**config.mk**
```make
export PLATFORM = sky130hd
export DESIGN_NAME = cdn_day_count
export DESIGN_NICKNAME = d
export VERILOG_FILES = /design/src/rtl/cdn_pkg.sv /design/src/rtl/cdn_day_count.sv
export SDC_FILE = /design/constraint.sdc
export NUM_CORES = 1
export LEC_CHECK = 0
export BUFFER_PORTS_ARGS = -buffer_cell sky130_fd_sc_hd__buf_4
export CORE_UTILIZATION = 56
export CTS_CLUSTER_SIZE = 20
export DETAILED_ROUTE_END_ITERATION = 8
export PLACE_DENSITY = 0.76
export SLEW_MARGIN = 20
export SYNTH_ARGS = -nofsm -noshare
export SYNTH_HDL_FRONTEND = slang
export SYNTH_SLANG_ARGS = --single-unit
export TNS_END_PERCENT = 100
```
**constraint.sdc**
```tcl
create_clock -name clk -period 10.2 [get_ports clk]
set_input_delay 2.04 -clock clk [delete_from_list [all_inputs] [get_ports clk]]
set_output_delay 2.04 -clock clk [all_outputs]
set_load 0.05 [all_outputs]
```
**src/rtl/cdn_pkg.sv**
```systemverilog
// Shared types and constants for the civil date/time normalizer.
package cdn_pkg;

  // Day number bias: 1970-01-01 epoch shift plus 100 whole 400-year eras,
  // so that every reachable day number is non-negative.
  localparam int unsigned DnumBias = 15329168;

  typedef struct packed {
    logic [15:0] year;
    logic [12:0] month;
    logic [16:0] day;
    logic [16:0] hour;
    logic [16:0] minute;
    logic [16:0] second;
    logic [32:0] nanos;
  } item_t;

  typedef struct packed {
    logic [4:0]  hour;
    logic [5:0]  minute;
    logic [5:0]  second;
    logic [29:0] nanos;
  } clock_t;

  // After time carry and month wrap
  typedef struct packed {
    logic [16:0] year;   // signed
    logic [3:0]  month;  // 1..12
    logic [17:0] day;    // signed, 1-based
    clock_t      tod;
  } carry_t;

  // Biased day number
  typedef struct packed {
    logic [24:0] dnum;
    clock_t      tod;
  } dnum_t;

  typedef struct packed {
    logic [15:0] year;
    logic [3:0]  month;
    logic [4:0]  day;
    logic        leap;
    logic [2:0]  weekday;
    logic [8:0]  day_in_year;
    logic [5:0]  week;
    logic        ovf;
    clock_t      tod;
  } result_t;

  // Day offset of the 1st of a month within a March-based year
  function automatic logic [8:0] month_start(input logic [3:0] m);
    logic [8:0] r;
    case (m)
      4'd1:    r = 9'd306;
      4'd2:    r = 9'd337;
      4'd3:    r = 9'd0;
      4'd4:    r = 9'd31;
      4'd5:    r = 9'd61;
      4'd6:    r = 9'd92;
      4'd7:    r = 9'd122;
      4'd8:    r = 9'd153;
      4'd9:    r = 9'd184;
      4'd10:   r = 9'd214;
      4'd11:   r = 9'd245;
      4'd12:   r = 9'd275;
      default: r = 9'd0;
    endcase
    return r;
  endfunction

endpackage

```
**src/rtl/cdn_day_count.sv**
```systemverilog
// Civil date (year, month, day offset) to biased day number, two stages.
module cdn_day_count (
  input  logic            clk,
  input  logic            rst,
  input  logic            en,
  input  logic            vin,
  input  cdn_pkg::carry_t din,
  output logic            vout,
  output cdn_pkg::dnum_t  dout
);

  localparam logic [17:0] K100 = 18'(((64'd1 << 24) + 64'd99) / 64'd100);

  // stage 1: March-based year, biased by 40000 (100 eras), and its quotients
  logic        jan;
  logic [17:0] ys;
  logic [16:0] yb;
  logic [34:0] p100;
  logic [32:0] p400;

  always_comb begin
    jan  = (din.month <= 4'd2);
    ys   = {din.year[16], din.year} - 18'(jan) + 18'd40000;
    yb   = ys[16:0];
    p100 = 35'(yb) * 35'(K100);
    p400 = 33'(yb[16:2]) * 33'(K100);
  end

  logic           v1;
  logic [16:0]    s1_y;
  logic [9:0]     s1_q100;
  logic [7:0]     s1_q400;
  logic [8:0]     s1_ms;
  logic [17:0]    s1_day;
  cdn_pkg::clock_t s1_tod;

  always_ff @(posedge clk) begin
    if (rst) v1 <= 1'b0;
    else if (en) v1 <= vin;
    if (en) begin
      s1_y    <= yb;
      s1_q100 <= p100[33:24];
      s1_q400 <= p400[31:24];
      s1_ms   <= cdn_pkg::month_start(din.month);
      s1_day  <= din.day;
      s1_tod  <= din.tod;
    end
  end

  // stage 2: day number sum
  logic [27:0] zs;
  always_comb begin
    zs = 28'(s1_y) * 28'd365 + 28'(s1_y[16:2]) - 28'(s1_q100) + 28'(s1_q400)
       + 28'(s1_ms) + {{10{s1_day[17]}}, s1_day} - 28'd1;
  end

  always_ff @(posedge clk) begin
    if (rst) vout <= 1'b0;
    else if (en) vout <= v1;
    if (en) begin
      dout.dnum <= zs[24:0];
      dout.tod  <= s1_tod;
    end
  end

endmodule

```
==> key figures <==
Status
  • Status: finished clean

Worst setup path
  • Critical Path Start Type: input port
  • Crit path buf inv count: 8
  • Kind of critical path: input port to flip-flop
  • Critical Path Sink Type: flip-flop
  • Worst Path Max Fanout: 4
  • CP required: 10.36 ns
  • CP delay by family, top: adder cells
  • Slowest-stage cell, CP: fa_1
  • Crit-path max cell delay: 0.55 ns
  • Worst EP arrival: 9.79 ns

STA
  • FMAX: 104 MHz
  • Final setup violation count: 0
  • RSZ-0062 raised after global routing: false
  • Final worst path period need: 9.62 ns
  • Clk_skew: 0.0171 ns
  • Slew HR: 0.278
  • Slew Limit Fails: 0
  • Worst Tran Pin Value: 1.08 ns
  • Final TNS setup: 0 ns
  • Fin crit share: 0.944
  • Fin Hold WS: roughly 0.42 ns
  • Final Hold Fails: 0

Logic synthesis
  • Top post-synthesis cells by count: inv_1 (407), ha_1 (292), fa_1 (252)
  • Netlist Area Pre-Place: 18500 um^2
  • Synth top area share: 0.294
  • Synth cell types: between 60 and 70
  • Ys flop type: edfxtp_1
  • Post-synth EDFFs: between 150 and 200
  • Post-synth top area cell: edfxtp_1
  • Cell with the most instances after synthesis: inv_1
  • Post-synthesis async set-or-reset flop share: 0
  • Post-Syn Instances: 1558
  • #FFs+latches synth: 183
  • Synth warn: 0
  • Dominant cells by area after synthesis: edfxtp_1 (29%), fa_1 (27%), ha_1 (20%), inv_1 (8.3%), xnor2_1 (2.1%)
  • Syn_area_per_cell: 11.8 um^2
  • Register area share after synthesis: 0.297
  • Syn nets: between 2000 and 2500

Cells and area
  • Share of layout cells above drive strength 1: 0.145
  • Fillers: 2556
  • Net count, final: 2412
  • Synth-to-layout area growth: 14.4%
  • Ant. Diodes: 0

Clock tree
  • CTS root buffer: clkbuf_16
  • H-tree level count: 4
  • Clk buf depth: 2
  • TritonCTS Buffers: 17
  • Worst skew pair latency: 0.43 ns
  • CTS tree: done
  • Postcts setup bufs: 0
  • Cts hold-fix bufs: 0
  • # resized after CTS: 0
  • Sink Count: 183
  • Worst-path clk slew: 0.06 ns

Placed design
  • DP HPWL: 32200 um
  • GP Congestion: 0.918
  • Input/output buffers: 162

Route
  • Vias: 11600
  • DRT iter0 DRCs: 660
  • Drt first pass iters: 5
  • Number of routed nets with antenna violations: 0
  • Vias per cell: 5.17
  • Final WL: 38500 um
  • Post-route DRC: 0
  • Average wire per standard cell: about 17 um

Die
  • I/O Pins: approximately 160
  • Die height: 184 um
  • Core area: 32500 um^2
  • Die ar.: around 34000 um^2
  • Row cnt: 66
  • Die width: between 150 and 200 um
  • Initial core utilization: 0.569

Hold path
  • HP Class: flip-flop to flip-flop

Global route
  • Vias in the first global route: 12500
  • Initial antenna violation count: 0
  • Largest net degree at the start of global routing: 96
  • Total GRT Usage: 0.240
  • Total congestion overflow: 0
  • First-pass GRT wire length: approximately 62000 um

Run
  • MaxCap Viol Count: 0
==> per-layer routing <==
layer,wire length [um],vias to the layer above,part of all wire,track usage
met1,17200,5706,0.45,0.314
met3,1450,49,0.038,0.0335
met5,0,-,0,0
li1,-,5515,-,-
met4,692,0,0.018,0.0660
met2,19200,282,0.50,0.418
==> cell usage in the layout, fill, tap and decap left out, types with 7 or more instances in the layout <==
master	netlist	layout
a211oi_1	10	9
a21o_1	17	17
a21oi_1	59	59
a31oi_1	9	9
buf_4	0	209
clkbuf_16	0	17
edfxtp_1	181	181
fa_1	252	252
ha_1	292	292
inv_1	407	407
nand2_1	38	38
nand2b_1	13	13
nand3_1	12	12
nor2_1	42	42
nor3_1	7	7
o211ai_1	8	8
o21a_1	13	13
o21ai_0	33	33
xnor2_1	44	44
xor2_1	15	15
==> flip-flops by register name (all words and copies together), names as in the netlist <==
register,cells
dout,72
s1_day,18
s1_ms,9
s1_q100,10
s1_q400,8
s1_tod,47
s1_y,17
v1,1
vout,1
==> per-stage QoR <==
stage / cell area (um^2) / setup slack [ns] / std cells / util
after floorplan: 18500 / 0.514 / 1558 / -
after global placement: 20600 / 0.301 / 2201 / 0.633
after detailed placement: 20600 / 0.109 / 2201 / 0.633
after CTS: 21100 / 0.539 / 2233 / 0.651
after global routing: 21100 / 0.00699 / 2233 / 0.651
final: 21100 / 0.576 / 2233 / 0.651
==> kinds of logic after synthesis <==
group	synth area share
DFF	0.297
adders and majority gates	0.471
xor gates and xnor gates	0.0313
muxes	0.00407
AOI/OAI and AO/OA	0.0709
buffers and inverters	0.0846
and+or+nand+nor	0.0412
==> worst paths after layout <==
path	startpoint	endpoint	slack, ns	depth (start not counted)
setup / recovery	din[65]	s1_q100[3]	0.58	37
hold / removal	s1_tod[17]	dout[17]	0.42	0
setup reg to reg	s1_y[7]	dout[70]	3.99	17
hold reg to reg	s1_tod[17]	dout[17]	0.42	0
==> final cells by class <==
cell class                 instances  area (um^2)  share of cell area
timing repair buffer             210         1580              0.0748
tap                              442          553              0.0262
clock buffer                      20          437              0.0207
inverter                         407         1530              0.0723
multi-input combinational        959        11400               0.541
sequential                       183         5480               0.259
clock inverter                    12          119             0.00563
Power is not shown: default switching activity piles up to over one toggle a cycle in this logic, so the estimate is an artifact.
