## config.mk

```make
export PLATFORM = sky130hd
export DESIGN_NAME = cdn_date_split
export DESIGN_NICKNAME = d
export VERILOG_FILES = /design/src/rtl/cdn_pkg.sv /design/src/rtl/cdn_date_split.sv
export SDC_FILE = /design/constraint.sdc
export NUM_CORES = 2
export LEC_CHECK = 0
export ABC_CLOCK_PERIOD_IN_PS = 19500
export BUFFER_PORTS_ARGS = -buffer_cell sky130_fd_sc_hd__buf_2
export CAP_MARGIN = 20
export CELL_PAD_IN_SITES_DETAIL_PLACEMENT = 0
export CELL_PAD_IN_SITES_GLOBAL_PLACEMENT = 1
export CORE_MARGIN = 3
export CORE_UTILIZATION = 45
export CTS_CLUSTER_SIZE = 10
export DETAILED_ROUTE_END_ITERATION = 16
export PLACE_DENSITY = 0.67
export SLEW_MARGIN = 20
export SYNTH_ARGS = -nofsm -noshare
export SYNTH_HDL_FRONTEND = slang
export SYNTH_SLANG_ARGS = --single-unit
```

## constraint.sdc

```tcl
create_clock -name clk -period 19.5 [get_ports clk]
set_clock_uncertainty 0.2 [all_clocks]
set_input_delay 0.975 -clock clk [delete_from_list [all_inputs] [get_ports clk]]
set_output_delay 0.975 -clock clk [all_outputs]
set_load 0.005 [all_outputs]
```

## src/rtl/cdn_pkg.sv

```systemverilog
// Shared types and constants for the civil date/time normalizer.
package cdn_pkg;

  // Day number bias: 1970-01-01 epoch shift plus 100 whole 400-year eras,
  // so that every reachable day number is non-negative.
  localparam int unsigned DnumBias = 15329168;

  typedef struct packed {
    logic [15:0] year;
    logic [12:0] month;
    logic [16:0] day;
    logic [16:0] hour;
    logic [16:0] minute;
    logic [16:0] second;
    logic [32:0] nanos;
  } item_t;

  typedef struct packed {
    logic [4:0]  hour;
    logic [5:0]  minute;
    logic [5:0]  second;
    logic [29:0] nanos;
  } clock_t;

  // After time carry and month wrap
  typedef struct packed {
    logic [16:0] year;   // signed
    logic [3:0]  month;  // 1..12
    logic [17:0] day;    // signed, 1-based
    clock_t      tod;
  } carry_t;

  // Biased day number
  typedef struct packed {
    logic [24:0] dnum;
    clock_t      tod;
  } dnum_t;

  typedef struct packed {
    logic [15:0] year;
    logic [3:0]  month;
    logic [4:0]  day;
    logic        leap;
    logic [2:0]  weekday;
    logic [8:0]  day_in_year;
    logic [5:0]  week;
    logic        ovf;
    clock_t      tod;
  } result_t;

  // Day offset of the 1st of a month within a March-based year
  function automatic logic [8:0] month_start(input logic [3:0] m);
    logic [8:0] r;
    case (m)
      4'd1:    r = 9'd306;
      4'd2:    r = 9'd337;
      4'd3:    r = 9'd0;
      4'd4:    r = 9'd31;
      4'd5:    r = 9'd61;
      4'd6:    r = 9'd92;
      4'd7:    r = 9'd122;
      4'd8:    r = 9'd153;
      4'd9:    r = 9'd184;
      4'd10:   r = 9'd214;
      4'd11:   r = 9'd245;
      4'd12:   r = 9'd275;
      default: r = 9'd0;
    endcase
    return r;
  endfunction

endpackage

```

## src/rtl/cdn_date_split.sv

```systemverilog
// Biased day number back to year/month/day, weekday, ordinal day and week.
module cdn_date_split (
  input  logic             clk,
  input  logic             rst,
  input  logic             en,
  input  logic             vin,
  input  cdn_pkg::dnum_t   din,
  output logic             vout,
  output cdn_pkg::result_t dout
);

  localparam int          NStg   = 8;
  localparam logic [26:0] KEra   = 27'(((64'd1 << 44) + 64'd146096) / 64'd146097);
  localparam logic [26:0] K7z    = 27'(((64'd1 << 29) + 64'd6) / 64'd7);
  localparam logic [18:0] K1460  = 19'(((64'd1 << 29) + 64'd1459) / 64'd1460);
  localparam logic [18:0] K36524 = 19'(((64'd1 << 34) + 64'd36523) / 64'd36524);
  localparam logic [18:0] K365   = 19'(((64'd1 << 27) + 64'd364) / 64'd365);
  localparam logic [9:0]  K100y  = 10'(((64'd1 << 16) + 64'd99) / 64'd100);
  localparam logic [11:0] K153   = 12'(((64'd1 << 19) + 64'd152) / 64'd153);
  localparam logic [11:0] K5     = 12'(((64'd1 << 14) + 64'd4) / 64'd5);
  localparam logic [9:0]  K7w    = 10'(((64'd1 << 12) + 64'd6) / 64'd7);
  // Offset so that (dnum + C7) mod 7 + 1 is the ISO weekday
  localparam logic [25:0] C7 =
    26'(((3 - int'(cdn_pkg::DnumBias)) % 7 + 7) % 7);

  // time of day rides alongside stages 1..7, the last stage loads it into dout
  logic            v [NStg];
  cdn_pkg::clock_t tod [NStg-1];

  always_ff @(posedge clk) begin
    if (rst) begin
      for (int i = 0; i < NStg; i++) v[i] <= 1'b0;
    end else if (en) begin
      v[0] <= vin;
      for (int i = 1; i < NStg; i++) v[i] <= v[i-1];
    end
    if (en) begin
      tod[0] <= din.tod;
      for (int i = 1; i < NStg-1; i++) tod[i] <= tod[i-1];
    end
  end

  // stage 1: era
  logic [51:0] pe;
  assign pe = 52'(din.dnum) * 52'(KEra);

  logic [24:0] s1_z;
  logic [7:0]  s1_era;
  always_ff @(posedge clk) begin
    if (en) begin
      s1_z   <= din.dnum;
      s1_era <= pe[51:44];
    end
  end

  // stage 2: day of era, weekday quotient
  logic [24:0] doe_w;
  logic [25:0] wn;
  logic [52:0] pw;
  always_comb begin
    doe_w = s1_z - 25'(s1_era) * 25'd146097;
    wn    = 26'(s1_z) + C7;
    pw    = 53'(wn) * 53'(K7z);
  end

  logic [17:0] s2_doe;
  logic [7:0]  s2_era;
  logic [25:0] s2_w;
  logic [23:0] s2_wq;
  always_ff @(posedge clk) begin
    if (en) begin
      s2_doe <= doe_w[17:0];
      s2_era <= s1_era;
      s2_w   <= wn;
      s2_wq  <= pw[52:29];
    end
  end

  // stage 3: weekday, leap-day corrections for year of era
  logic [25:0] wr;
  logic [36:0] pa, pb;
  logic [17:0] tt;
  always_comb begin
    wr = s2_w - 26'(s2_wq) * 26'd7;
    pa = 37'(s2_doe) * 37'(K1460);
    pb = 37'(s2_doe) * 37'(K36524);
    tt = s2_doe - 18'(pa[36:29]) + 18'(pb[36:34]) - 18'(s2_doe == 18'd146096);
  end

  logic [17:0] s3_t, s3_doe;
  logic [7:0]  s3_era;
  logic [2:0]  s3_wd;
  always_ff @(posedge clk) begin
    if (en) begin
      s3_t   <= tt;
      s3_doe <= s2_doe;
      s3_era <= s2_era;
      s3_wd  <= wr[2:0] + 3'd1;
    end
  end

  // stage 4: year of era
  logic [36:0] py;
  assign py = 37'(s3_t) * 37'(K365);

  logic [8:0]  s4_yoe;
  logic [17:0] s4_doe;
  logic [7:0]  s4_era;
  logic [2:0]  s4_wd;
  always_ff @(posedge clk) begin
    if (en) begin
      s4_yoe <= py[35:27];
      s4_doe <= s3_doe;
      s4_era <= s3_era;
      s4_wd  <= s3_wd;
    end
  end

  // stage 5: March-based day of year
  logic [18:0] pq;
  logic [17:0] doy_w;
  always_comb begin
    pq    = 19'(s4_yoe) * 19'(K100y);
    doy_w = s4_doe - (18'(s4_yoe) * 18'd365 + 18'(s4_yoe[8:2]) - 18'(pq[18:16]));
  end

  logic [8:0] s5_doy, s5_yoe;
  logic [7:0] s5_era;
  logic [2:0] s5_wd;
  always_ff @(posedge clk) begin
    if (en) begin
      s5_doy <= doy_w[8:0];
      s5_yoe <= s4_yoe;
      s5_era <= s4_era;
      s5_wd  <= s4_wd;
    end
  end

  // stage 6: March-based month
  logic [10:0] x5;
  logic [22:0] pm;
  always_comb begin
    x5 = 11'(s5_doy) * 11'd5 + 11'd2;
    pm = 23'(x5) * 23'(K153);
  end

  logic [3:0] s6_mp;
  logic [8:0] s6_doy, s6_yoe;
  logic [7:0] s6_era;
  logic [2:0] s6_wd;
  always_ff @(posedge clk) begin
    if (en) begin
      s6_mp  <= pm[22:19];
      s6_doy <= s5_doy;
      s6_yoe <= s5_yoe;
      s6_era <= s5_era;
      s6_wd  <= s5_wd;
    end
  end

  // stage 7: day, month, year, leap, ordinal day, saturation
  logic [10:0]        x153;
  logic [22:0]        pd;
  logic [8:0]         dd;
  logic               jan;
  logic [8:0]         r;
  logic signed [17:0] yt;
  logic               lp, ovf;
  logic [8:0]         diy;

  always_comb begin
    x153 = 11'(s6_mp) * 11'd153 + 11'd2;
    pd   = 23'(x153) * 23'(K5);
    dd   = s6_doy - pd[22:14] + 9'd1;
    jan  = (s6_mp >= 4'd10);
    r    = s6_yoe + 9'(jan);
    yt   = $signed(18'(s6_era) * 18'd400 + 18'(r) - 18'd40000);
    // divisible by 4, and not a century unless a multiple of 400
    lp   = (r[1:0] == 2'd0) && (r != 9'd100) && (r != 9'd200) && (r != 9'd300);
    ovf  = (yt > 18'sd32767) || (yt < -18'sd32767);
    diy  = jan ? (s6_doy - 9'd305) : (s6_doy + 9'd60 + 9'(lp));
  end

  logic [15:0] s7_year;
  logic [3:0]  s7_month;
  logic [4:0]  s7_day;
  logic        s7_leap, s7_ovf;
  logic [8:0]  s7_diy;
  logic [2:0]  s7_wd;

  always_ff @(posedge clk) begin
    if (en) begin
      if (!ovf) s7_year <= yt[15:0];
      else if (yt[17]) s7_year <= 16'h8001;
      else s7_year <= 16'h7FFF;
      s7_month <= jan ? (s6_mp - 4'd9) : (s6_mp + 4'd3);
      s7_day   <= dd[4:0];
      s7_leap  <= lp;
      s7_ovf   <= ovf;
      s7_diy   <= diy;
      s7_wd    <= s6_wd;
    end
  end

  // stage 8: week number, truncated toward zero
  logic [9:0]  dw;
  logic [18:0] pk;
  logic [5:0]  wk;
  always_comb begin
    dw = {1'b0, s7_diy} - 10'(s7_wd);
    pk = 19'(dw[8:0]) * 19'(K7w);
    wk = (dw[9] ? 6'd0 : pk[17:12]) + 6'd1;
  end

  always_ff @(posedge clk) begin
    if (en) begin
      dout.year        <= s7_year;
      dout.month       <= s7_month;
      dout.day         <= s7_day;
      dout.leap        <= s7_leap;
      dout.weekday     <= s7_wd;
      dout.day_in_year <= s7_diy;
      dout.week        <= wk;
      dout.ovf         <= s7_ovf;
      dout.tod         <= tod[NStg-2];
    end
  end

  assign vout = v[NStg-1];

endmodule
```

==> reports/qor.yml <==
outcome:
  status: "finished clean"
worst_setup_path:
  worst-path-buf-inv: 3
  arrival_ps: 10520
  critPathMaxStageDelay_ps: 890
  rr_worst_depth: 29
  cp.required_ps: 19750
  startpoint_type: "flop"
  crit_cells: 29
  r2r_start: "s2_doe[7]"
  worst-r2r-setup-slack_ps: 9220
  reg2reg_to: "s3_t[14]"
  cp_slowest_cell: "edfxtp_1"
  end_kind: "flop"
  crit_family: "adder cells"
  path_max_fanout: 15
  crit_start: "s2_doe[7]"
  endpoint: "s3_t[14]"
  path_class: "reg2reg"
  crit_top_cell: "fa_1"
clock_tree:
  postCtsSetupRepairBufs: 0
  clock_latency_ps: 670
  cts_tree: "built"
  cts_buffers: 82
  cts.path.max_buffers: 3
  postCtsHoldBufs: 0
  cts.reportedPaths.clkPinSlew_ps: 70
  cts_resized: 0
  cts-root-buf: "clkbuf_16"
  clock-sinks: 662
  htree_levels: 3
route:
  drt-initial-drc-count: 1668
  ant_nets: 0
  route.detailed.drc: 0
  wirelength_um: 126200
  dr.pass1.iters: 5
  vias: 34569
  drt-vias-per-instance: 4.914
  wire_per_inst_um: 17.94
synth:
  seq_area_frac_synth_pct: 31.78
  yosysWarnings: 0
  netlist_area_sq_um: 62540
  synthCells: 4955
  async_reset_ff_share_pct: 0
  synth.top_cell.area_share_pct: 31.78
  synth_area_leaders: "edfxtp_1 (32%), fa_1 (26%), ha_1 (24%), inv_1 (7.5%), xnor2_1 (2.2%)"
  syn_nets: 7025
  ys_ff_latch: 662
  avgSynthCellArea_sq_um: 12.62
  synth_top_area_cell: "edfxtp_1"
  ys_types: 87
  synth_ff_type: "edfxtp_1"
  synth_edf_count: 662
timing:
  slew-limit-headroom_pct: 30.16
  rsz0062_at_grt: "no"
  max_freq_mhz: 97.30
  setup_slack_ps: 9222
  max_slew.worst_pin.slew_ps: 1048
  post-route-period-util_pct: 52.71
  hold_slack_ps: 167.3
  timing_hold_violations_final: 0
  setup_viol: 0
  min_period_ps: 10280
  drv_slew: 0
  fin_setup_tns_ps: 0
global_routing:
  grt_pass1_wl_um: 203800
  antenna_found_initial: 7
  first_global_vias: 36645
  grt_usage_pct: 18.39
  grt_overflow: 0
  grt_max_degree: 106
cells_and_area:
  fin_nets: 7281
  area.growth.synth_to_final_pct: 8.946
  layout_commonest_cell: "inv_1"
  stdcell_area_sq_um: 68140
  final_cell_mix: "inv_1 (1,251), ha_1 (1,194), fa_1 (800)"
  drive_gt1_share_pct: 6.374
worst_hold_path:
  hp-start: "s5_yoe[6]"
  hold_path.class: "reg2reg"
floorplanning:
  core_sq_um: 137700
  start_util_pct: 45.43
  die_area_sq_um: 143500
  io_pins: 169
  die_y_um: 378.8
  rows: 136
  die_x_um: 378.8
placement:
  dpl_worst_slack_ps: 9425
  dp_hpwl_um: 105300
  gp_congestion: 0.8727
  portBuffers: 168
  place_area_sq_um: 65660
job:
  drv_cap: 0
==> worst register-to-register path: cells and delay by family (launching register included) <==
family,cells,cell delay (ps)
buffers and inverters,3,160
AND/OR/NAND/NOR,5,890
flip-flops,1,890
XOR/XNOR,1,220
adder cells (fa/ha/maj),11,4970
AO/OA/AOI/OAI,9,2700
==> through the flow <==
stage,cells,utilization [%]
after floorplan,4955,-
after global placement,6920,47.69
after detailed placement,6920,47.69
after CTS,7033,49.48
after global routing,7034,49.50
final,7035,49.50
==> synthesized netlist by cell type, drive strengths merged, types with 6 or more instances <==
master / number
fa: 800
and3: 29
a211o: 6
nand4: 16
nor3: 39
o21bai: 9
o211ai: 14
a31oi: 15
edfxtp: 662
and2: 19
a21o: 41
o31a: 6
nand2: 70
xnor2: 154
or3: 15
a21boi: 6
a211oi: 20
nor4: 8
xor2: 64
o31ai: 19
nor2b: 27
nand3: 39
inv: 1252
or2: 13
a21oi: 95
a2111oi: 7
a311oi: 7
o21a: 22
nand4b: 6
o21ai: 74
ha: 1194
nand2b: 15
nor2: 110
==> sequential cells by signal, summed over array words and instances, names as in the netlist, 9 cells and up <==
| register | flops |
|---|---|
| s4_yoe | 9 |
| s1_z | 25 |
| s5_yoe | 9 |
| s6_doy | 9 |
| tod | 329 |
| s7_year | 16 |
| s2_doe | 18 |
| dout | 92 |
| s7_diy | 9 |
| s6_yoe | 9 |
| s3_doe | 9 |
| s3_t | 18 |
| s5_doy | 9 |
| s4_doe | 9 |
==> worst min path at each step <==
stage                       to  depth (start not counted)
detailed placement    dout[14]                          0
finish               s6_yoe[6]                          0
CTS                  s6_era[5]                          0
floorplan              dout[0]                          0
global placement    tod[3][12]                          0
global route         s6_yoe[6]                          0
==> cell type report <==
cell class                      count  area [sq um]
Fill cell                       12274         69520
Multi-Input combinational cell   3032         37900
Sequential cell                   662         19880
Inverter                         1253          4703
Tap cell                         1794          2245
Clock buffer                       88          2074
Timing Repair Buffer              180         960.9
Clock inverter                     25         380.4
Antenna cell                        1         2.502
==> layer usage <==
metal  routed length (um)  vias up  part of all wire, %  GRT usage [%]
met4                 3036        2                  2.4          4.982
met1                61170    17126                   48          26.77
li1                     -    16796                    -              -
met5                   13        -                0.010              0
met3                 5113      137                  4.1          2.749
met2                56870      508                   45          28.75
==> cells by family after synthesis <==
family | share of synthesized area [%]
adder cells (fa/ha/maj) | 49.49
buffers and inverters | 7.628
flip-flops | 31.78
AND/OR/NAND/NOR | 3.607
AO/OA/AOI/OAI | 4.281
XOR/XNOR | 3.091
multiplexers | 0.1180
Power is left out: the tool's default activity adds up to more than one toggle a clock period on the data nets, which glitch-free logic cannot reach.
