[src/rtl/cdn_pkg.sv]
// Shared types and constants for the civil date/time normalizer.
package cdn_pkg;

  // Day number bias: 1970-01-01 epoch shift plus 100 whole 400-year eras,
  // so that every reachable day number is non-negative.
  localparam int unsigned DnumBias = 15329168;

  typedef struct packed {
    logic [15:0] year;
    logic [12:0] month;
    logic [16:0] day;
    logic [16:0] hour;
    logic [16:0] minute;
    logic [16:0] second;
    logic [32:0] nanos;
  } item_t;

  typedef struct packed {
    logic [4:0]  hour;
    logic [5:0]  minute;
    logic [5:0]  second;
    logic [29:0] nanos;
  } clock_t;

  // After time carry and month wrap
  typedef struct packed {
    logic [16:0] year;   // signed
    logic [3:0]  month;  // 1..12
    logic [17:0] day;    // signed, 1-based
    clock_t      tod;
  } carry_t;

  // Biased day number
  typedef struct packed {
    logic [24:0] dnum;
    clock_t      tod;
  } dnum_t;

  typedef struct packed {
    logic [15:0] year;
    logic [3:0]  month;
    logic [4:0]  day;
    logic        leap;
    logic [2:0]  weekday;
    logic [8:0]  day_in_year;
    logic [5:0]  week;
    logic        ovf;
    clock_t      tod;
  } result_t;

  // Day offset of the 1st of a month within a March-based year
  function automatic logic [8:0] month_start(input logic [3:0] m);
    logic [8:0] r;
    case (m)
      4'd1:    r = 9'd306;
      4'd2:    r = 9'd337;
      4'd3:    r = 9'd0;
      4'd4:    r = 9'd31;
      4'd5:    r = 9'd61;
      4'd6:    r = 9'd92;
      4'd7:    r = 9'd122;
      4'd8:    r = 9'd153;
      4'd9:    r = 9'd184;
      4'd10:   r = 9'd214;
      4'd11:   r = 9'd245;
      4'd12:   r = 9'd275;
      default: r = 9'd0;
    endcase
    return r;
  endfunction

endpackage

[src/rtl/cdn_time_carry.sv]
// Time-of-day carry chain (ns -> s -> min -> h -> day) and month wrap.
module cdn_time_carry (
  input  logic            clk,
  input  logic            rst,
  input  logic            en,
  input  logic            vin,
  input  cdn_pkg::item_t  din,
  output logic            vout,
  output cdn_pkg::carry_t dout
);

  localparam logic [33:0] NsSec = 34'd1000000000;
  localparam logic [13:0] K12   = 14'(((64'd1 << 17) + 64'd11) / 64'd12);
  localparam logic [18:0] K60   = 19'(((64'd1 << 24) + 64'd59) / 64'd60);
  localparam logic [18:0] K24   = 19'(((64'd1 << 23) + 64'd23) / 64'd24);

  // stage 1: nanosecond split, month wrap
  logic [33:0] ns_adj;
  logic [3:0]  ns_cnt;
  logic [33:0] ns_rem;
  logic [14:0] mo_s;
  logic [13:0] mo_x;
  logic [27:0] mo_p;
  logic [9:0]  mo_q;
  logic [13:0] mo_r;
  logic [16:0] yr_n;

  always_comb begin
    ns_adj = {din.nanos[32], din.nanos} + 34'd5000000000;
    ns_cnt = 4'd0;
    for (int k = 1; k <= 9; k++) begin
      if (ns_adj >= 34'(k) * NsSec) ns_cnt = ns_cnt + 4'd1;
    end
    ns_rem = ns_adj - 34'(ns_cnt) * NsSec;
    mo_s = {{2{din.month[12]}}, din.month} + 15'd4103;
    mo_x = mo_s[13:0];
    mo_p = 28'(mo_x) * 28'(K12);
    mo_q = mo_p[26:17];
    mo_r = mo_x - 14'(mo_q) * 14'd12;
    yr_n = {din.year[15], din.year} + {7'd0, mo_q} - 17'd342;
  end

  logic        v1;
  logic [29:0] s1_ns;
  logic [4:0]  s1_nq;
  logic [16:0] s1_yr;
  logic [3:0]  s1_mo;
  logic [16:0] s1_day, s1_hr, s1_mi, s1_se;

  always_ff @(posedge clk) begin
    if (rst) v1 <= 1'b0;
    else if (en) v1 <= vin;
    if (en) begin
      s1_ns  <= ns_rem[29:0];
      s1_nq  <= 5'(ns_cnt) - 5'd5;
      s1_yr  <= yr_n;
      s1_mo  <= mo_r[3:0] + 4'd1;
      s1_day <= din.day;
      s1_hr  <= din.hour;
      s1_mi  <= din.minute;
      s1_se  <= din.second;
    end
  end

  // stage 2: seconds / 60
  logic [18:0] xs_s;
  logic [36:0] xs_p;
  always_comb begin
    xs_s = {{2{s1_se[16]}}, s1_se} + {{14{s1_nq[4]}}, s1_nq} + 19'd66000;
    xs_p = 37'(xs_s[17:0]) * 37'(K60);
  end

  logic        v2;
  logic [17:0] s2_xs;
  logic [11:0] s2_qs;
  logic [29:0] s2_ns;
  logic [16:0] s2_yr;
  logic [3:0]  s2_mo;
  logic [16:0] s2_day, s2_hr, s2_mi;

  always_ff @(posedge clk) begin
    if (rst) v2 <= 1'b0;
    else if (en) v2 <= v1;
    if (en) begin
      s2_xs  <= xs_s[17:0];
      s2_qs  <= xs_p[35:24];
      s2_ns  <= s1_ns;
      s2_yr  <= s1_yr;
      s2_mo  <= s1_mo;
      s2_day <= s1_day;
      s2_hr  <= s1_hr;
      s2_mi  <= s1_mi;
    end
  end

  // stage 3: second remainder, minutes / 60 (carry -1100 and bias +72000 folded)
  logic [17:0] sec_r;
  logic [18:0] xm_s;
  logic [36:0] xm_p;
  always_comb begin
    sec_r = s2_xs - 18'(s2_qs) * 18'd60;
    xm_s  = {{2{s2_mi[16]}}, s2_mi} + 19'(s2_qs) + 19'd70900;
    xm_p  = 37'(xm_s[17:0]) * 37'(K60);
  end

  logic        v3;
  logic [17:0] s3_xm;
  logic [11:0] s3_qm;
  logic [5:0]  s3_se;
  logic [29:0] s3_ns;
  logic [16:0] s3_yr;
  logic [3:0]  s3_mo;
  logic [16:0] s3_day, s3_hr;

  always_ff @(posedge clk) begin
    if (rst) v3 <= 1'b0;
    else if (en) v3 <= v2;
    if (en) begin
      s3_xm  <= xm_s[17:0];
      s3_qm  <= xm_p[35:24];
      s3_se  <= sec_r[5:0];
      s3_ns  <= s2_ns;
      s3_yr  <= s2_yr;
      s3_mo  <= s2_mo;
      s3_day <= s2_day;
      s3_hr  <= s2_hr;
    end
  end

  // stage 4: minute remainder, hours / 24 (carry -1200 and bias +67200 folded)
  logic [17:0] min_r;
  logic [18:0] xh_s;
  logic [36:0] xh_p;
  always_comb begin
    min_r = s3_xm - 18'(s3_qm) * 18'd60;
    xh_s  = {{2{s3_hr[16]}}, s3_hr} + 19'(s3_qm) + 19'd66000;
    xh_p  = 37'(xh_s[17:0]) * 37'(K24);
  end

  logic        v4;
  logic [17:0] s4_xh;
  logic [12:0] s4_qh;
  logic [5:0]  s4_mi, s4_se;
  logic [29:0] s4_ns;
  logic [16:0] s4_yr;
  logic [3:0]  s4_mo;
  logic [16:0] s4_day;

  always_ff @(posedge clk) begin
    if (rst) v4 <= 1'b0;
    else if (en) v4 <= v3;
    if (en) begin
      s4_xh  <= xh_s[17:0];
      s4_qh  <= xh_p[35:23];
      s4_mi  <= min_r[5:0];
      s4_se  <= s3_se;
      s4_ns  <= s3_ns;
      s4_yr  <= s3_yr;
      s4_mo  <= s3_mo;
      s4_day <= s3_day;
    end
  end

  // stage 5: hour remainder, day carry
  logic [17:0] hr_r;
  logic [17:0] dy_n;
  always_comb begin
    hr_r = s4_xh - 18'(s4_qh) * 18'd24;
    dy_n = {s4_day[16], s4_day} + 18'(s4_qh) - 18'd2800;
  end

  always_ff @(posedge clk) begin
    if (rst) vout <= 1'b0;
    else if (en) vout <= v4;
    if (en) begin
      dout.year       <= s4_yr;
      dout.month      <= s4_mo;
      dout.day        <= dy_n;
      dout.tod.hour   <= hr_r[4:0];
      dout.tod.minute <= s4_mi;
      dout.tod.second <= s4_se;
      dout.tod.nanos  <= s4_ns;
    end
  end

endmodule

[config.mk]
export PLATFORM = sky130hd
export DESIGN_NAME = cdn_time_carry
export DESIGN_NICKNAME = d
export VERILOG_FILES = /design/src/rtl/cdn_pkg.sv /design/src/rtl/cdn_time_carry.sv
export SDC_FILE = /design/constraint.sdc
export NUM_CORES = 1
export LEC_CHECK = 0
export ABC_CLOCK_PERIOD_IN_PS = 20400
export BUFFER_PORTS_ARGS = -buffer_cell sky130_fd_sc_hd__buf_2
export CORE_MARGIN = 1
export CORE_UTILIZATION = 55
export CTS_CLUSTER_DIAMETER = 100
export DETAILED_ROUTE_END_ITERATION = 10
export PLACE_DENSITY_LB_ADDON = 0.12
export SLEW_MARGIN = 10
export SYNTH_ARGS = -nofsm -noshare
export SYNTH_HDL_FRONTEND = slang
export SYNTH_SLANG_ARGS = --single-unit
[constraint.sdc]
create_clock -name clk -period 20.4 [get_ports clk]
set_clock_uncertainty 0.15 [all_clocks]
set_input_delay 2.04 -clock clk [delete_from_list [all_inputs] [get_ports clk]]
set_output_delay 2.04 -clock clk [all_outputs]
set_load 0.1 [all_outputs]
==> flow_summary.ini, run 1 <==
[place]
port_buffers = 220
routabilityCongestion = 0.897
place_area_mm2 = 0.0418
placed_cells = 4386
dp_hpwl_mm = 60.6

[cts]
numCtsBuffers = 58
cts_resized = 0
cts_tree = done
root_buffer = clkbuf_16
ctsHoldBuffers = 0
cts_setup_buffers = 0
cts-htree-levels = 2
cts_buffer_depth = 3
clk_pin_slew_ns = 0.06
cts.sinks = 542
insertion_delay_ns = 0.63

[setup_path]
ff2ff_setup_slack_ns = 10.17
crit_fanout = 16
cp.required_ns = 20.62
path_common_cell = ha_1
critical_path_arrival_ns = 14.89
critical_path.max_stage_delay_ns = 0.68
start_kind = input pin
critPathSlowestCell = a2111oi_4
critical_path_class = in2reg
endpoint_kind = flop

[logic_synthesis]
ys_ff_latch = 542
synth_warnings = 0
syn_area_mm2 = 0.0396
synth_edf_count = 537
ys_seq_area_frac = 0.410
yosysUniqueCellTypes = 89
synth_top_cell_by_area = edfxtp_1
postSynth.asyncResetShare = 0
synth_flop_cell = edfxtp_1
synth_top_area_frac = 0.407
syn_inst = 3242
synth_area_leaders = edfxtp_1 41%, ha_1 21%, fa_1 13%
syn_area_per_cell_um2 = 12.2
syn-num-nets = 4312

[cells_and_area]
nNetsFinal = 4576
synthToLayoutAreaGrowth_pct = 10.6
final_area_mm2 = 0.0438
final_cells = 4494
layout-drive-gt1-share = 0.102
diodes = 0

[floorplan]
rows = 97
core_area_mm2 = 0.0706
die_w_um = 270
dieArea_mm2 = 0.0730
start_util = 0.560
io_pins = 221
die_h_um = 270

[global_route]
grt_pass1_wl_mm = 125
antenna_found_initial = 0
grt_start_max_net_pins = 155
overflow = 0
grt_usage = 0.211
grt_pass1_vias = 25100

[sta]
slew_headroom = 0.342
setup_viol_count_final = 0
max_freq_mhz = 68.1
final_hold_viol_count = 0
rsz0062_at_grt = no
fin_tns_setup_ns = 0
fin_crit_sh = 0.719
drv_slew = 0
finalCriticalPeriod_ns = 14.68
worst_slew_pin_slew_ns = 0.987
hold_ws_ns = 0.223

[detailed_routing]
vias = 23800
first_iter_violations = 1142
drc_errors = 0
antenna_left = 0
routed_wl_mm = 75.5
wl_per_cell_um = 16.8
firstDrtPassIters = 5
drt-vias-per-instance = 5.30

[outcome]
outcome = complete, no violations

[run]
cap_violations = 0

[hold_path]
hold_class = reg2reg
[synth_stat cells (7+ instances only)]
| cell type | number |
|---|---|
| ha_1 | 676 |
| inv_1 | 614 |
| edfxtp_1 | 537 |
| fa_1 | 260 |
| xnor2_1 | 144 |
| nor2_1 | 143 |
| a21oi_1 | 111 |
| nand2_1 | 89 |
| o21ai_0 | 84 |
| xor2_1 | 50 |
| nor3_1 | 40 |
| a21o_1 | 38 |
| nand3_1 | 38 |
| nor2b_1 | 31 |
| o21a_1 | 23 |
| a21boi_0 | 22 |
| o21bai_1 | 21 |
| clkbuf_1 | 18 |
| nand2b_1 | 17 |
| a211oi_1 | 16 |
| a31oi_1 | 16 |
| and2_1 | 15 |
| and3_1 | 15 |
| or3_1 | 14 |
| nand4_1 | 13 |
| or2_2 | 11 |
| mux2i_1 | 10 |
| nor4_1 | 9 |
| o31ai_1 | 9 |
| a2111oi_0 | 7 |
| o211ai_1 | 7 |
| o21ai_1 | 7 |
[cells in the final DEF, fill, tap and decap left out, drive strengths merged, types with 6 or more instances in the layout]
| cell | Yosys | layout |
|---|---|---|
| buf | 10 | 232 |
| xnor2 | 147 | 147 |
| nand4 | 13 | 13 |
| nand2b | 17 | 17 |
| nand2 | 89 | 89 |
| nand3 | 38 | 38 |
| a21boi | 24 | 24 |
| or2 | 12 | 12 |
| a211oi | 18 | 18 |
| a2111oi | 9 | 9 |
| nor4 | 9 | 9 |
| mux2i | 10 | 10 |
| inv | 619 | 625 |
| o21bai | 21 | 21 |
| o211ai | 7 | 7 |
| nor3 | 42 | 42 |
| a21o | 38 | 38 |
| nor2b | 31 | 31 |
| o21ai | 92 | 92 |
| or3 | 15 | 15 |
| xor2 | 51 | 51 |
| and3 | 15 | 15 |
| o31ai | 9 | 9 |
| a311oi | 6 | 6 |
| clkbuf | 18 | 73 |
| o2111ai | 6 | 6 |
| and2 | 15 | 15 |
| ha | 676 | 676 |
| o21a | 23 | 23 |
| clkinv | 0 | 24 |
| a31oi | 17 | 17 |
| nor2 | 143 | 143 |
| edfxtp | 537 | 537 |
| a21oi | 113 | 113 |
| o31a | 6 | 6 |
| fa | 260 | 260 |
[per-layer routing]
layer  part of all wire  GRT usage  vias to the layer above
met2               0.51      0.383                      381
met1               0.43      0.266                    11500
met5                  0          0                        -
met3              0.032     0.0255                      114
met4              0.024     0.0558                        0
li1                   -          -                    11800
[final timing paths]
| path | depth (start not counted) | endpoint | from |
|---|---|---|---|
| worst min-delay path | 0 | s3_ns[16] | s2_ns[16] |
| worst max-delay path | 53 | s1_ns[29] | din[9] |
| worst min register to register | 0 | s3_ns[16] | s2_ns[16] |
| worst max register to register | 34 | s4_qh[12] | s3_qm[2] |
[worst max-delay path: cells and delay by family]
family / cells / cell delay (ns)
compound gates: 19 / 4.74
buf+inv: 5 / 0.75
xor+xnor: 4 / 1.30
mux: 1 / 0.29
simple gates: 12 / 2.14
fa+ha+maj: 12 / 3.63
[sequential cells by signal, summed over array words and instances, names as in the netlist, 30 cells and up]
name	cells
dout	86
s1_ns	30
s2_ns	30
s3_ns	30
s4_ns	30
[area by class of cell]
class	instances	area, um^2
Clock buffer	73	1530
Clock inverter	35	394
Fill cell	5606	26900
Inverter	619	2320
Multi-Input combinational cell	2053	20900
Sequential cell	542	16200
Tap cell	940	1180
Timing Repair Buffer	232	1210
[cell families (layout without fill, tap and decap cells)]
group,after synthesis,after routing,synth area share
buffers and inverters,647,959,0.0620
flip-flops,542,542,0.410
multiplexers,14,14,0.00376
adder cells (fa/ha/maj),936,936,0.345
XOR/XNOR,200,200,0.0457
AO/OA/AOI/OAI,437,437,0.0746
AND/OR/NAND/NOR,466,466,0.0587
[per-stage QoR]
step	util	setup WS [ns]
after floorplan	-	7.22
after global placement	0.592	5.37
after detailed placement	0.592	5.16
after CTS	0.619	5.78
after global routing	0.619	4.69
final	0.619	5.72
Power of run 1 is not shown: default switching activity piles up to over one toggle a cycle in this logic, so the estimate is an artifact.
==> run 2, diff against run 1 <==
--- a/config.mk
+++ b/config.mk
@@ -5,7 +5,7 @@
 export SDC_FILE = /design/constraint.sdc
 export NUM_CORES = 1
 export LEC_CHECK = 0
-export ABC_CLOCK_PERIOD_IN_PS = 20400
+export ABC_CLOCK_PERIOD_IN_PS = 15250
 export BUFFER_PORTS_ARGS = -buffer_cell sky130_fd_sc_hd__buf_2
 export CORE_MARGIN = 1
 export CORE_UTILIZATION = 55
==> constraint.sdc (replaced) <==
create_clock -name clk -period 15.25 [get_ports clk]
set_clock_uncertainty 0.15 [all_clocks]
set_input_delay 1.525 -clock clk [delete_from_list [all_inputs] [get_ports clk]]
set_output_delay 1.525 -clock clk [all_outputs]
set_load 0.1 [all_outputs]
==> run 2 against run 1 <==
  * First-iteration DRC count is 5.8% higher
  * Global-route usage up 0.23 points
  * Clock-buffer cell count shrank 5
  * Critical endpoint unchanged
  * Final area increased by 0.15%
  * Final cell count rose by 0.13%
==> flow_summary.ini, run 2 (synthesized netlist as in run 1, its figures left out) <==
[floorplan]
rows = 97
die_w_um = 270
start_util = 0.560
core_area_mm2 = 0.0706
die_h_um = 270
io_pins = 221
dieArea_mm2 = 0.0730

[place]
routabilityCongestion = 0.900
dp_hpwl_mm = 60.7
port_buffers = 220

[cts]
insertion_delay_ns = 0.64
ctsHoldBuffers = 0
root_buffer = clkbuf_16
clk_pin_slew_ns = 0.06
cts_buffer_depth = 3
cts_setup_buffers = 0
cts_tree = done
numCtsBuffers = 59
cts.sinks = 542
cts_resized = 0
cts-htree-levels = 2

[sta]
finalCriticalPeriod_ns = 13.91
max_freq_mhz = 71.9
slew_headroom = 0.327
final_hold_viol_count = 0
fin_crit_sh = 0.912
setup_viol_count_final = 0
rsz0062_at_grt = no
fin_tns_setup_ns = 0
drv_slew = 0
worst_slew_pin_slew_ns = 1.01

[run]
cap_violations = 0

[setup_path]
start_kind = input pin
critPathSlowestCell = a2111o_1
path_common_cell = ha_1
critical_path.max_stage_delay_ns = 0.60
cp.required_ns = 15.49
crit_fanout = 16
critical_path_arrival_ns = 14.15
critical_path_class = in2reg
endpoint_kind = flop

[detailed_routing]
firstDrtPassIters = 5
antenna_left = 0
drc_errors = 0
drt-vias-per-instance = 5.31
routed_wl_mm = 75.7
wl_per_cell_um = 16.8
vias = 23900
first_iter_violations = 1208

[cells_and_area]
final_common_cell = ha_1
layout-drive-gt1-share = 0.104
regMostFlops = dout
nNetsFinal = 4579
synthToLayoutAreaGrowth_pct = 10.7
diodes = 0
num-fill-cells = 5613
largest_reg_flops = 86
final_cell_mix = 676 x ha_1, 614 x inv_1, 537 x edfxtp_1

[global_route]
antenna_found_initial = 0
grt_pass1_wl_mm = 126
grt_pass1_vias = 25300
grt_usage = 0.214
grt_start_max_net_pins = 155
overflow = 0

[outcome]
outcome = complete, no violations

[hold_path]
hold_class = reg2reg
## run 2: area by class of cell
class                           instances  area (um^2)  area share
Tap cell                              940         1180      0.0268
Clock inverter                         44          462      0.0105
Inverter                              619         2320      0.0530
Timing Repair Buffer                  234         1230      0.0280
Multi-Input combinational cell       2053        20900       0.477
Clock buffer                           68         1510      0.0345
Sequential cell                       542        16200       0.370
## run 2: per-layer routing
metal / global-route usage / vias to the layer above / part of all wire
li1: - / 11800 / -
met1: 0.267 / 11600 / 0.43
met2: 0.393 / 394 / 0.52
met3: 0.0252 / 103 / 0.033
met4: 0.0495 / 0 / 0.019
met5: 0 / - / 0
## run 2: worst max-delay path, delay by kind of cell
family	cells	cell delay [ns]
AOI/OAI and AO/OA	17	4.39
xor gates and xnor gates	4	0.85
buffers and inverters	6	0.85
adders and majority gates	12	3.76
muxes	1	0.29
and+or+nand+nor	14	2.48
## run 2: worst paths after layout
| check | startpoint | endpoint | slack, ns | cells after the start |
|---|---|---|---|---|
| setup reg to reg | s3_qm[2] | s4_qh[12] | 4.97 | 34 |
| hold reg to reg | s1_ns[6] | s2_ns[6] | 0.22 | 0 |
| setup / recovery | din[9] | s1_ns[29] | 1.34 | 54 |
| hold / removal | s1_ns[6] | s2_ns[6] | 0.22 | 0 |
## run 2: through the flow
stage / util / area [um^2] / hold slack [ns] / setup slack, ns / instances
after floorplan: - / 39600 / 0.250 / 2.58 / 3242
after detailed placement: 0.593 / 41900 / 0.255 / 0.723 / 4388
final: 0.620 / 43800 / 0.222 / 1.34 / 4500
after CTS: 0.620 / 43800 / 0.205 / 1.38 / 4500
after global placement: 0.593 / 41900 / 0.250 / 1.08 / 4388
after global routing: 0.620 / 43800 / 0.220 / 0.186 / 4500
Power of run 2 is left out for the same reason.
